<file path="config.mk">
export PLATFORM = sky130hd
export DESIGN_NAME = fbab_div
export DESIGN_NICKNAME = d
export VERILOG_FILES = /design/src/hdl/fbab_pkg.sv /design/src/hdl/fbab_div.sv
export SDC_FILE = /design/constraint.sdc
export NUM_CORES = 1
export LEC_CHECK = 0
export BUFFER_PORTS_ARGS = -buffer_cell sky130_fd_sc_hd__buf_4
export CAP_MARGIN = 15
export CORE_UTILIZATION = 50
export CTS_CLUSTER_DIAMETER = 150
export DETAILED_ROUTE_END_ITERATION = 7
export GPL_TIMING_DRIVEN = 0
export PLACE_DENSITY = 0.69
export SYNTH_ARGS = -nofsm -noshare
export SYNTH_HDL_FRONTEND = slang
export SYNTH_SLANG_ARGS = --single-unit
</file>
<file path="constraint.sdc">
create_clock -name clk -period 11.1 [get_ports clk]
set_input_delay 2.22 -clock clk [delete_from_list [all_inputs] [get_ports clk]]
set_output_delay 2.22 -clock clk [all_outputs]
set_load 0.005 [all_outputs]
</file>
<file path="src/hdl/fbab_pkg.sv">
package fbab_pkg;
    localparam int MaxWidth  = 128;
    localparam int MaxHeight = 128;
    localparam int XW = $clog2(MaxWidth);
    localparam int YW = $clog2(MaxHeight);
    localparam int AW = XW + YW;
    localparam int Depth = MaxWidth * MaxHeight;
    localparam int DW = 8;
    localparam int CW = 11;

    localparam logic [1:0] FUNC_BLEND   = 2'd0;
    localparam logic [1:0] FUNC_READ    = 2'd1;
    localparam logic [1:0] FUNC_FILL    = 2'd2;
    localparam logic [1:0] FUNC_PATTERN = 2'd3;

    localparam logic REG_WIDTH  = 1'b0;
    localparam logic REG_HEIGHT = 1'b1;

    // command from sequencer to the shared divide unit
    typedef struct packed {
        logic        start;
        logic [17:0] num;
        logic [7:0]  den;
    } div_req_t;

    typedef struct packed {
        logic       done;
        logic [9:0] quo;
    } div_rsp_t;
endpackage

</file>
<file path="src/hdl/fbab_div.sv">
module fbab_div (
    input  logic                clk,
    input  logic                rst_n,
    input  fbab_pkg::div_req_t  req,
    output fbab_pkg::div_rsp_t  rsp
);
    import fbab_pkg::*;

    // restoring divider, one quotient bit a cycle
    logic [17:0] rem_reg, rem_next;
    logic [9:0]  quo_reg, quo_next;
    logic [7:0]  den_reg, den_next;
    logic [4:0]  cnt_reg, cnt_next;
    logic        busy_reg, busy_next;
    logic        done_reg, done_next;
    logic [17:0] trial;
    logic [17:0] part;

    always_comb
    begin
        rem_next  = rem_reg;
        quo_next  = quo_reg;
        den_next  = den_reg;
        cnt_next  = cnt_reg;
        busy_next = busy_reg;
        done_next = 1'b0;
        part  = rem_reg >> cnt_reg;
        trial = {10'd0, den_reg};
        if (req.start)
        begin
            rem_next  = req.num;
            den_next  = req.den;
            quo_next  = '0;
            cnt_next  = 5'd9;
            busy_next = 1'b1;
        end
        else if (busy_reg)
        begin
            quo_next = {quo_reg[8:0], 1'b0};
            if (part >= trial)
            begin
                quo_next[0] = 1'b1;
                rem_next = rem_reg - (trial << cnt_reg);
            end
            if (cnt_reg == 5'd0)
            begin
                busy_next = 1'b0;
                done_next = 1'b1;
            end
            else
            begin
                cnt_next = cnt_reg - 5'd1;
            end
        end
    end

    always_ff @(posedge clk or negedge rst_n)
    begin
        if (!rst_n)
        begin
            busy_reg <= 1'b0;
            done_reg <= 1'b0;
            cnt_reg  <= '0;
        end
        else
        begin
            busy_reg <= busy_next;
            done_reg <= done_next;
            cnt_reg  <= cnt_next;
        end
    end

    always_ff @(posedge clk)
    begin
        rem_reg <= rem_next;
        quo_reg <= quo_next;
        den_reg <= den_next;
    end

    assign rsp.done = done_reg;
    assign rsp.quo  = quo_reg;

    a_done_pulse: assert property (@(posedge clk) disable iff (!rst_n)
        done_reg |=> !done_reg) else $error("divider done held");
    a_idle_start: assert property (@(posedge clk) disable iff (!rst_n)
        req.start |=> busy_reg) else $error("divider did not start");
    a_done_after_busy: assert property (@(posedge clk) disable iff (!rst_n)
        done_reg |-> $past(busy_reg)) else $error("done without busy");
endmodule

</file>
==> impl_metrics.py, run 1 <==
metrics = {
    "timing": {
        "final-setup-viol-count": 0,
        "max_freq_mhz": 240,
        "tns_ns": 0,
        "rsz0062_at_grt": "no",
        "slew_headroom_pct": 59.7,
        "period_share_pct": 37.6,
        "min_period_ns": 4.17,
        "final_hold_viol_count": 0,
        "slew_viol_final": 0,
        "worst_pin_slew_ns": 0.605,
        "skew_ns": 0.00513,
        "setup_slack_ns": 6.93,
    },
    "routing": {
        "via_count": 3644,
        "wl_microns": 11300,
        "drtIter0Drc": 355,
        "vias_per_cell": 6.16,
        "ant_nets": 0,
        "drc": 0,
        "firstDrtPassIters": 5,
        "routedWlPerCell_microns": 19.1,
    },
    "cts": {
        "htree_levels": 2,
        "cts_hold_buf": 0,
        "post_cts_buffers": 0,
        "tritoncts": "done",
        "ctsResizeCount": 0,
        "clock_sinks": 43,
        "clockBufferDepth": 2,
        "clock_latency_ns": 0.31,
        "clkTransAtPathRegs_ns": 0.09,
        "cts_root_buf": "clkbuf_8",
        "cts_made_buffers": 5,
    },
    "critical_path": {
        "critPathMaxFanout": 15,
        "reg2reg_slack_ns": 6.93,
        "r2r_end": "rem_reg[15]$_DFFE_PP_",
        "reg2reg_from": "cnt_reg[1]$_DFFE_PN0P_",
        "worstPathArrival_ns": 4.24,
        "start_kind": "flop",
        "endpoint": "rem_reg[15]$_DFFE_PP_",
        "cp_data_required_time_ns": 11.17,
        "crit_type": "flop to flop",
        "cp-end-kind": "flop",
        "r2r_cells": 16,
        "crit_start": "cnt_reg[1]$_DFFE_PN0P_",
    },
    "synthesis": {
        "yosys-top-cells-area": "edfxtp_1 20%, ha_1 8.6%, mux2i_1 8.1%",
        "syn-mean-instance-area_sq_um": 8.92,
        "synth_edf_count": 26,
        "syn-cell-area_sq_um": 3940,
        "yosys.area_share.xor_xnor_pct": 2.67,
        "yosysTopAreaCellShare_pct": 19.8,
        "yosysSeqAreaShare_pct": 29.3,
        "synthArstFlopShare_pct": 16.3,
        "synth_compound_area_share_pct": 20.1,
        "synth-main-ff-cell": "edfxtp_1",
        "synthSimpleGateAreaFrac_pct": 18.3,
        "syn-num-nets": 499,
        "synth.distinct_cells": 66,
        "synth.most_common_cell": "nand2_1",
        "yosys_warnings": 0,
        "synth_top_family_by_area": "compound AO/OA/AOI/OAI gates",
        "muxShareOfSynthArea_pct": 15.6,
        "synth-adder-area-share_pct": 9.08,
        "ys_ff_latch": 43,
        "synth_area_leader_cell": "edfxtp_1",
        "syn_inst": 442,
        "synth_commonest_cells": "48 x nand2_1, 42 x nor2_1, 32 x mux2i_1",
    },
    "job": {
        "cap_violations": 0,
    },
    "die": {
        "fp.dieW_microns": 90.8,
        "pin_count": 40,
        "core_region_area_sq_um": 7690,
        "num_rows": 32,
        "die_h_microns": 90.8,
        "die_area_sq_um": 8240,
        "initial_core_util_pct": 51.3,
    },
    "global_routing": {
        "grt_use_total_pct": 28.1,
        "grt_remaining_overflow": 0,
        "grt_pass1_wl_microns": 18100,
        "antenna_found_initial": 0,
        "grt_pass1_vias": 3456,
        "grt_start_max_net_pins": 16,
    },
    "placed_design": {
        "place_area_sq_um": 4380,
        "port-buffer-count": 39,
        "gp_congestion": 0.932,
        "place_hpwl_microns": 8790,
        "preCtsSetupSlack_ns": 6.96,
    },
    "power_and_ir_drop": {
        "power.total_mw": 1.30,
        "pwr-share-clk_pct": 9.2,
        "leakagePower_nw": 1.89,
        "power_density_nw_per_um2": 289,
        "comb_power_share_pct": 66.7,
        "ir_drop_uv": 176,
        "p_int_mw": 0.681,
        "switching_share_pct": 47.5,
        "power_switching_mw": 0.615,
        "p_seq_share_pct": 24.0,
    },
    "cells_and_area": {
        "final_nets": 546,
        "diodes": 0,
        "stdcell_area_sq_um": 4490,
        "largest_register_ffs": 18,
        "syn_to_final_growth_pct": 13.9,
        "final_layout_size_suffix_gt1_share_pct": 18.6,
    },
    "worst_hold_path": {
        "hp-class": "flop to flop",
    },
    "status": {
        "status": "completed",
    },
}
==> critical path, cell delays in order, from the launching register on <==
cell	delay, ns
dfrtp_1	0.32
buf_2	0.21
buf_6	0.20
buf_4	0.21
buf_2	0.27
mux4_2	0.35
nor2_1	0.20
a21oi_1	0.07
a2bb2oi_1	0.19
o22ai_1	0.12
ha_1	0.31
a21o_1	0.16
a211oi_1	0.24
nor4_1	0.09
a211oi_1	0.46
a31oi_2	0.28
buf_8	0.24
==> power by group through the flow <==
stage / clock network [mW] / registers (mW) / logic (mW)
3_3_place_gp: 0 / 0.312 / 0.821
5_1_grt: 0.126 / 0.316 / 0.954
6_report: 0.119 / 0.311 / 0.865
2_1_floorplan: 0 / 0.281 / 0.659
3_5_place_dp: 0 / 0.311 / 0.847
4_1_cts: 0.122 / 0.307 / 0.853
==> worst min-delay path by stage <==
stage                              endpoint                    start  cells after the start  slack, ns
global route        quo_reg[6]$_SDFFE_PP0P_  quo_reg[6]$_SDFFE_PP0P_                      2       0.57
finish              quo_reg[9]$_SDFFE_PP0P_  quo_reg[9]$_SDFFE_PP0P_                      2       0.52
CTS                 quo_reg[9]$_SDFFE_PP0P_  quo_reg[9]$_SDFFE_PP0P_                      2       0.52
floorplan           quo_reg[9]$_SDFFE_PP0P_  quo_reg[9]$_SDFFE_PP0P_                      2       0.49
global placement    quo_reg[9]$_SDFFE_PP0P_  quo_reg[9]$_SDFFE_PP0P_                      2       0.47
detailed placement  quo_reg[9]$_SDFFE_PP0P_  quo_reg[9]$_SDFFE_PP0P_                      2       0.50
==> logic make-up after synthesis <==
group | after synthesis
simple gates | 151
compound gates | 115
mux | 49
buf+inv | 44
flops | 43
fa+ha+maj | 28
xor+xnor | 12
==> layout make-up <==
type / count / area [sq um]
Fill cell: 727 / 3200
Multi-Input combinational cell: 355 / 2590
Sequential cell: 43 / 1160
Timing Repair Buffer: 40 / 308
Buffer: 26 / 129
Tap cell: 102 / 128
Clock buffer: 6 / 93.8
Inverter: 18 / 67.6
Clock inverter: 2 / 13.8
==> layer usage <==
layer,track usage (%),routed length [microns],up-vias
met5,0,0,-
met4,11.6,365,0
met3,5.39,839,33
met2,44.3,5070,154
met1,37.8,5030,1723
li1,-,-,1734
==> cell usage in the layout, fill, tap and decap left out, types with 3 or more instances in the layout <==
cell      instances
a211oi_1         11
a21o_1            7
a21oi_1          19
and3_1            3
buf_2             7
buf_4            41
clkbuf_1         13
clkbuf_8          5
dfrtp_1           7
dfxtp_1          10
edfxtp_1         26
ha_1             27
inv_1            15
mux2_2            8
mux2i_1          32
mux4_2            9
nand2_1          48
nand2b_1         13
nand3_1           9
nor2_1           42
nor2b_1           5
nor3_1            9
nor3b_1           3
nor4_1            3
o21a_1            9
o21ai_0          24
o22ai_1           6
o31ai_1           8
or2_2             5
xnor2_1           8
xor2_1            4
==> stage by stage <==
step                      util (%)  hold slack (ns)  std cells
final                         58.4            0.516        592
after floorplan                  -            0.485        442
after CTS                     58.4            0.518        592
after global routing          58.4            0.565        592
after global placement        56.7            0.474        583
after detailed placement      57.0            0.498        584
No activity file was read; power rests on OpenSTA's default activity.
==> inputs of run 2 (changes only) <==
- ABC_AREA: unset -> 1
- PLACE_DENSITY: 0.69 -> 0.72
- clock period: 11.1 -> 3.5 ns (I/O delays scaled with it)
==> run 2 against run 1 <==
Die area down 2.8%. Worst setup slack got worse by 6.7 ns. Clock skew rose by 0.0070 ns. Largest power group unchanged. Largest cell class unchanged. Power rose to 2.8 times the previous value.
==> impl_metrics.py, run 2 <==
metrics = {
    "die": {
        "die_h_microns": 89.5,
        "initial_core_util_pct": 52.2,
        "pin_count": 40,
        "fp.dieW_microns": 89.5,
        "core_region_area_sq_um": 7330,
        "die_area_sq_um": 8010,
        "num_rows": 31,
    },
    "cells_and_area": {
        "final_nets": 685,
        "syn_to_final_growth_pct": 17.4,
        "postLayoutCoreUtil_pct": 61.3,
        "final_common_cell": "nand2_1",
        "final_layout_size_suffix_gt1_share_pct": 15.3,
        "most-common-layout-cells": "169 x nand2_1, 54 x nor2_1, 53 x buf_4, 50 x nand3_1, 48 x inv_1",
        "diodes": 0,
        "largest_register_ffs": 18,
    },
    "synthesis": {
        "synth_area_leader_cell": "edfxtp_1",
        "synth_commonest_cells": "171 x nand2_1, 57 x nor2_1, 50 x nand3_1",
        "yosys-top-cells-area": "edfxtp_1 20%, nand2_1 17%, ha_1 8.8%",
        "synthArstFlopShare_pct": 16.3,
        "synth.most_common_cell": "nand2_1",
        "yosysSeqAreaShare_pct": 30.2,
        "yosysTopAreaCellShare_pct": 20.4,
        "syn-cell-area_sq_um": 3830,
        "ys_ff_latch": 43,
        "syn-mean-instance-area_sq_um": 6.66,
        "synth.distinct_cells": 41,
        "synth-adder-area-share_pct": 9.35,
        "syn-num-nets": 632,
        "synth_compound_area_share_pct": 18.2,
        "muxShareOfSynthArea_pct": 1.31,
        "synth_edf_count": 26,
        "synth-main-ff-cell": "edfxtp_1",
        "yosys_warnings": 0,
        "yosys.area_share.xor_xnor_pct": 0.686,
        "synthSimpleGateAreaFrac_pct": 31.3,
        "synth_top_family_by_area": "simple AND/OR/NAND/NOR gates",
        "syn_inst": 575,
    },
    "routing": {
        "drtIter0Drc": 304,
        "via_count": 4104,
        "firstDrtPassIters": 5,
        "routedWlPerCell_microns": 16.5,
        "vias_per_cell": 5.64,
        "ant_nets": 0,
        "wl_microns": 12000,
        "drc": 0,
    },
    "timing": {
        "min_period_ns": 3.28,
        "whs_ns": 0.186,
        "slew_headroom_pct": 49.5,
        "final-setup-viol-count": 0,
        "worst_pin_slew_ns": 0.758,
        "final_hold_viol_count": 0,
        "setup_slack_ns": 0.215,
        "period_share_pct": 93.9,
        "rsz0062_at_grt": "yes",
        "skew_ns": 0.0122,
        "slew_viol_final": 0,
        "tns_ns": 0,
        "max_freq_mhz": 304,
    },
    "placed_design": {
        "port-buffer-count": 39,
        "gp_congestion": 0.929,
        "preCtsSetupSlack_ns": -0.351,
        "place_hpwl_microns": 9570,
    },
    "global_routing": {
        "antenna_found_initial": 0,
        "grt_pass1_wl_microns": 18500,
        "grt_pass1_vias": 3774,
        "grt_start_max_net_pins": 19,
        "grt_remaining_overflow": 0,
        "grt_use_total_pct": 31.5,
    },
    "power_and_ir_drop": {
        "power_density_nw_per_um2": 803,
        "ir_drop_uv": 481,
        "leakagePower_nw": 2.15,
        "power.total_mw": 3.61,
    },
    "cts": {
        "tritoncts": "done",
        "cts_made_buffers": 5,
        "clock_sinks": 43,
        "htree_levels": 2,
        "clock_latency_ns": 0.31,
        "cts_root_buf": "clkbuf_8",
        "clkTransAtPathRegs_ns": 0.09,
        "clockBufferDepth": 2,
    },
    "critical_path": {
        "r2r_cells": 16,
        "worstPathArrival_ns": 3.35,
        "r2r_end": "rem_reg[12]$_DFFE_PP_",
        "cp-end-kind": "flop",
        "reg2reg_slack_ns": 0.22,
        "crit_slowest_cell": "dfrtp_1",
        "cp_slowest_stage_delay_ns": 0.36,
        "crit_chain": "buf_2 > buf_4 > buf_2 > o21ai_0 > or2_2 > ha_1 > inv_1 > o21ai_2 > nand2_1 > nand2_1 > inv_2 > o21ai_4 > a21oi_1 > or2_0 > nand3_1 > nand2_1",
        "reg2reg_from": "cnt_reg[1]$_DFFE_PN0P_",
        "critPathMostFrequentCell": "nand2_1",
        "critical_path_buf_inv_count": 5,
        "critPathMaxFanout": 10,
        "cp_data_required_time_ns": 3.57,
        "start_kind": "flop",
        "cp_top_family": "simple AND/OR/NAND/NOR gates",
        "crit_type": "flop to flop",
    },
    "job": {
        "cap_violations": 0,
    },
    "status": {
        "status": "completed",
    },
    "worst_hold_path": {
        "hp-class": "input pin to asynchronous set/reset pin",
    },
}
run 2: cell count changes after synthesis, moves of 14 or more:
cell / change
inv_1: +34
o21ai_0: +14
nor2_1: +15
mux2i_1: -27
o21ai_1: +14
nand3_1: +41
nand2_1: +123
run 2: worst register-to-register path, stage by stage, from the launching register on:
cell and delay [ns]:
dfrtp_1 0.36, buf_2 0.23, buf_4 0.23, buf_2 0.25, o21ai_0 0.20, or2_2 0.31, ha_1 0.31, inv_1 0.08
o21ai_2 0.19, nand2_1 0.07, nand2_1 0.13, inv_2 0.06, o21ai_4 0.18, a21oi_1 0.10, or2_0 0.20, nand3_1 0.06
nand2_1 0.07
run 2: timing repair:
action                                  4_1_cts  5_1_grt
pin swaps                                     0        2
setup buffers                                 0        8
endpoints found under the setup margin       18       28
hold buffers                                  0        0
gates resized for setup                       2       22
run 2: how the worst max path moves through the flow:
stage,from,end,slack (ns),depth (start not counted)
2_1_floorplan,cnt_reg[0]$_DFFE_PN0P_,rem_reg[0]$_DFFE_PP_,0.42,23
3_3_place_gp,cnt_reg[0]$_DFFE_PN0P_,rem_reg[3]$_DFFE_PP_,-0.25,23
3_5_place_dp,cnt_reg[0]$_DFFE_PN0P_,rem_reg[0]$_DFFE_PP_,-0.35,23
4_1_cts,cnt_reg[3]$_DFFE_PN0P_,rem_reg[13]$_DFFE_PP_,0.03,16
5_1_grt,cnt_reg[0]$_DFFE_PN0P_,rem_reg[13]$_DFFE_PP_,-0.03,15
6_report,cnt_reg[1]$_DFFE_PN0P_,rem_reg[12]$_DFFE_PP_,0.22,16
run 2: cell families (layout without fill, tap and decap cells):
| kind of cell | after synthesis | in the layout |
|---|---|---|
| simple gates | 294 | 294 |
| compound gates | 121 | 121 |
| buf+inv | 81 | 135 |
| flops | 43 | 43 |
| fa+ha+maj | 28 | 28 |
| mux | 5 | 5 |
| xor+xnor | 3 | 3 |
run 2: final cells by class:
cell class	count	area, sq um
Sequential cell	43	1160
Multi-Input combinational cell	451	2380
Clock inverter	1	11.3
Buffer	23	129
Clock buffer	7	119
Timing Repair Buffer	47	353
Tap cell	99	124
Inverter	57	220
Fill cell	730	2840
run 2: metal layers:
metal | up-vias | GRT usage, % | part of all wire, %
met5 | - | 0 | 0
met1 | 1911 | 39.7 | 44
met4 | 0 | 11.1 | 1.5
met3 | 17 | 4.06 | 6.1
li1 | 2040 | - | -
met2 | 136 | 55.4 | 49
run 2: stage by stage:
stage / instances / cell area, sq um
5_1_grt: 728 / 4490
3_5_place_dp: 713 / 4240
3_3_place_gp: 713 / 4240
2_1_floorplan: 575 / 3830
6_report: 728 / 4490
4_1_cts: 721 / 4380
run 2: power by group:
| part | internal, mW | leakage, nW | switching, mW |
|---|---|---|---|
| Clock | 0.233 | 0.0666 | 0.209 |
| Sequential | 0.738 | 0.429 | 0.179 |
| Combinational | 0.826 | 1.65 | 1.43 |
| Total | 1.80 | 2.15 | 1.81 |
==> inputs of run 3 (changes only) <==
- ABC_AREA: 1 -> unset
- CTS_CLUSTER_SIZE: unset -> 40
==> run 3 against run 2 <==
The run now ends with setup timing left. Sequential share of layout area decreased by 2.2 points. Clock skew shrank 0.0033 ns. Power up 27%. Final area rose by 9.2%. Register-to-register slack worse by 0.23 ns. Cell count fell by 17%. Flip-flop and latch count stayed put. Critical path depth fell by 3. Via count decreased by 9.1%. Clock-buffer cell count shrank 2.
==> impl_metrics.py, run 3 (synthesized netlist as in run 1, its figures left out) <==
metrics = {
    "die": {
        "core_region_area_sq_um": 7690,
        "pin_count": 40,
        "fp.dieW_microns": 90.8,
        "die_area_sq_um": 8240,
        "num_rows": 32,
        "initial_core_util_pct": 51.3,
        "die_h_microns": 90.8,
    },
    "cts": {
        "tritoncts": "done",
        "clockBufferDepth": 2,
        "cts_root_buf": "clkbuf_8",
        "clock_sinks": 43,
        "clock_latency_ns": 0.31,
        "cts_made_buffers": 5,
        "htree_levels": 2,
        "clkTransAtPathRegs_ns": 0.10,
    },
    "timing": {
        "max_freq_mhz": 284,
        "final-setup-viol-count": 13,
        "worst_pin_slew_ns": 0.683,
        "setup_slack_ns": -0.0175,
        "period_share_pct": 100,
        "rsz0062_at_grt": "yes",
        "final_hold_viol_count": 0,
        "min_period_ns": 3.52,
        "whs_ns": 0.195,
        "slew_headroom_pct": 54.5,
        "skew_ns": 0.00883,
        "slew_viol_final": 0,
    },
    "global_routing": {
        "grt_remaining_overflow": 0,
        "grt_pass1_vias": 3508,
        "antenna_found_initial": 0,
        "grt_use_total_pct": 29.3,
        "grt_start_max_net_pins": 16,
        "grt_pass1_wl_microns": 18700,
    },
    "cells_and_area": {
        "largest_register_ffs": 18,
        "regArea_sq_um": 1160,
        "n_fill_cell": 675,
        "most-common-layout-cells": "56 x buf_4, 48 x nand2_1, 42 x nor2_1, 27 x mux2i_1, 26 x edfxtp_1",
        "syn_to_final_growth_pct": 24.5,
        "final_layout_size_suffix_gt1_share_pct": 28.3,
        "final_nets": 561,
        "diodes": 0,
        "multi_input_area_sq_um": 2810,
        "final_common_cell": "buf_4",
    },
    "power_and_ir_drop": {
        "pwr-share-clk_pct": 7.5,
        "p_int_mw": 2.41,
        "power_switching_mw": 2.16,
        "comb_power_share_pct": 70.8,
        "power.total_mw": 4.57,
        "p_seq_share_pct": 21.7,
        "ir_drop_uv": 549,
        "leakagePower_nw": 2.02,
        "power_density_nw_per_um2": 931,
        "switching_share_pct": 47.2,
    },
    "routing": {
        "drtIter0Drc": 343,
        "routedWlPerCell_microns": 20.0,
        "via_count": 3729,
        "wl_microns": 12100,
        "drc": 0,
        "ant_nets": 0,
        "vias_per_cell": 6.14,
        "firstDrtPassIters": 5,
    },
    "placed_design": {
        "place_hpwl_microns": 8900,
        "gp_congestion": 0.970,
        "port-buffer-count": 39,
    },
    "critical_path": {
        "crit_type": "flop to flop",
        "reg2reg_from": "cnt_reg[0]$_DFFE_PN0P_",
        "cp_slowest_stage_delay_ns": 0.52,
        "worstPathArrival_ns": 3.60,
        "critPathMaxFanout": 10,
        "cp_top_family": "compound AO/OA/AOI/OAI gates",
        "critical_path_buf_inv_count": 3,
        "crit_slowest_cell": "or4_1",
        "cp_num_cells": 13,
        "r2r_cells": 13,
        "r2r_end": "rem_reg[13]$_DFFE_PP_",
        "cp_data_required_time_ns": 3.59,
        "reg2reg_slack_ns": -0.02,
        "critPathMostFrequentCell": "nor2_1",
        "crit_chain": "buf_6 > mux4_2 > nor2_1 > a21o_1 > o22a_1 > nor2_1 > ha_1 > inv_1 > o41ai_1 > or4_1 > o22ai_1 > a31oi_4 > clkbuf_16",
        "start_kind": "flop",
        "cp-end-kind": "flop",
    },
    "worst_hold_path": {
        "hp-class": "input pin to asynchronous set/reset pin",
    },
    "status": {
        "violations": "setup timing",
        "status": "finished with violations",
    },
    "job": {
        "cap_violations": 0,
    },
}
-- run 3: cell count changes in the layout (fill, tap and decap cells not counted), sizes merged, moves of 17 or more --
cell   before  now
nand2     171   48
nand3      50    9
inv        57   19
o21ai      56   26
mux2i       5   32
nor2       59   42
-- run 3: cell type report --
| cell class | instances | area share (%) |
|---|---|---|
| Multi-Input combinational cell | 355 | 57.3 |
| Clock inverter | 3 | 0.433 |
| Tap cell | 102 | 2.60 |
| Sequential cell | 43 | 23.6 |
| Clock buffer | 5 | 1.40 |
| Timing Repair Buffer | 56 | 9.33 |
| Inverter | 18 | 1.45 |
| Buffer | 25 | 3.85 |
-- run 3: timing repair --
item,in CTS,in global routing
buffers inserted,5,11
gates cloned,0,1
gates resized for setup,36,38
pin swaps,3,7
endpoints found under the setup margin,29,26
hold buffers,0,0
-- run 3: worst max-delay path by stage --
stage	startpoint	endpoint	slack [ns]
after floorplan	cnt_reg[1]$_DFFE_PN0P_	rem_reg[0]$_DFFE_PP_	0.03
after global placement	cnt_reg[1]$_DFFE_PN0P_	rem_reg[13]$_DFFE_PP_	-0.85
after detailed placement	cnt_reg[1]$_DFFE_PN0P_	rem_reg[13]$_DFFE_PP_	-0.75
after CTS	cnt_reg[1]$_DFFE_PN0P_	rem_reg[16]$_DFFE_PP_	-0.007
after global routing	cnt_reg[1]$_DFFE_PN0P_	rem_reg[13]$_DFFE_PP_	-0.11
final	cnt_reg[0]$_DFFE_PN0P_	rem_reg[13]$_DFFE_PP_	-0.02
-- run 3: per-layer routing --
metal	global-route usage (%)	vias up	share of wire, %
met3	5.22	36	7.9
met2	47.3	164	46
met4	9.52	0	3.1
li1	-	1765	-
met1	39.6	1764	43
met5	0	-	0
-- run 3: through the flow --
stage	util (%)	instance area [sq um]	setup TNS [ns]	worst slack, ns	instances
floorplan	-	3950	0	0.0300	442
global placement	56.8	4370	-17.92	-0.854	583
detailed placement	57.0	4380	-15.38	-0.753	584
CTS	60.2	4630	-0.00691	-0.00691	596
global route	63.8	4910	-1.57	-0.110	607
finish	63.8	4910	-0.179	-0.0175	607
-- run 3: power by group through the flow --
stage                     sequential, mW  combinational (mW)  clock (mW)
final                              0.991                3.23       0.344
after global routing                1.01                3.51       0.370
after CTS                          0.972                2.88       0.355
after detailed placement           0.983                2.68           0
after global placement             0.980                2.61           0
after floorplan                    0.888                2.10           0
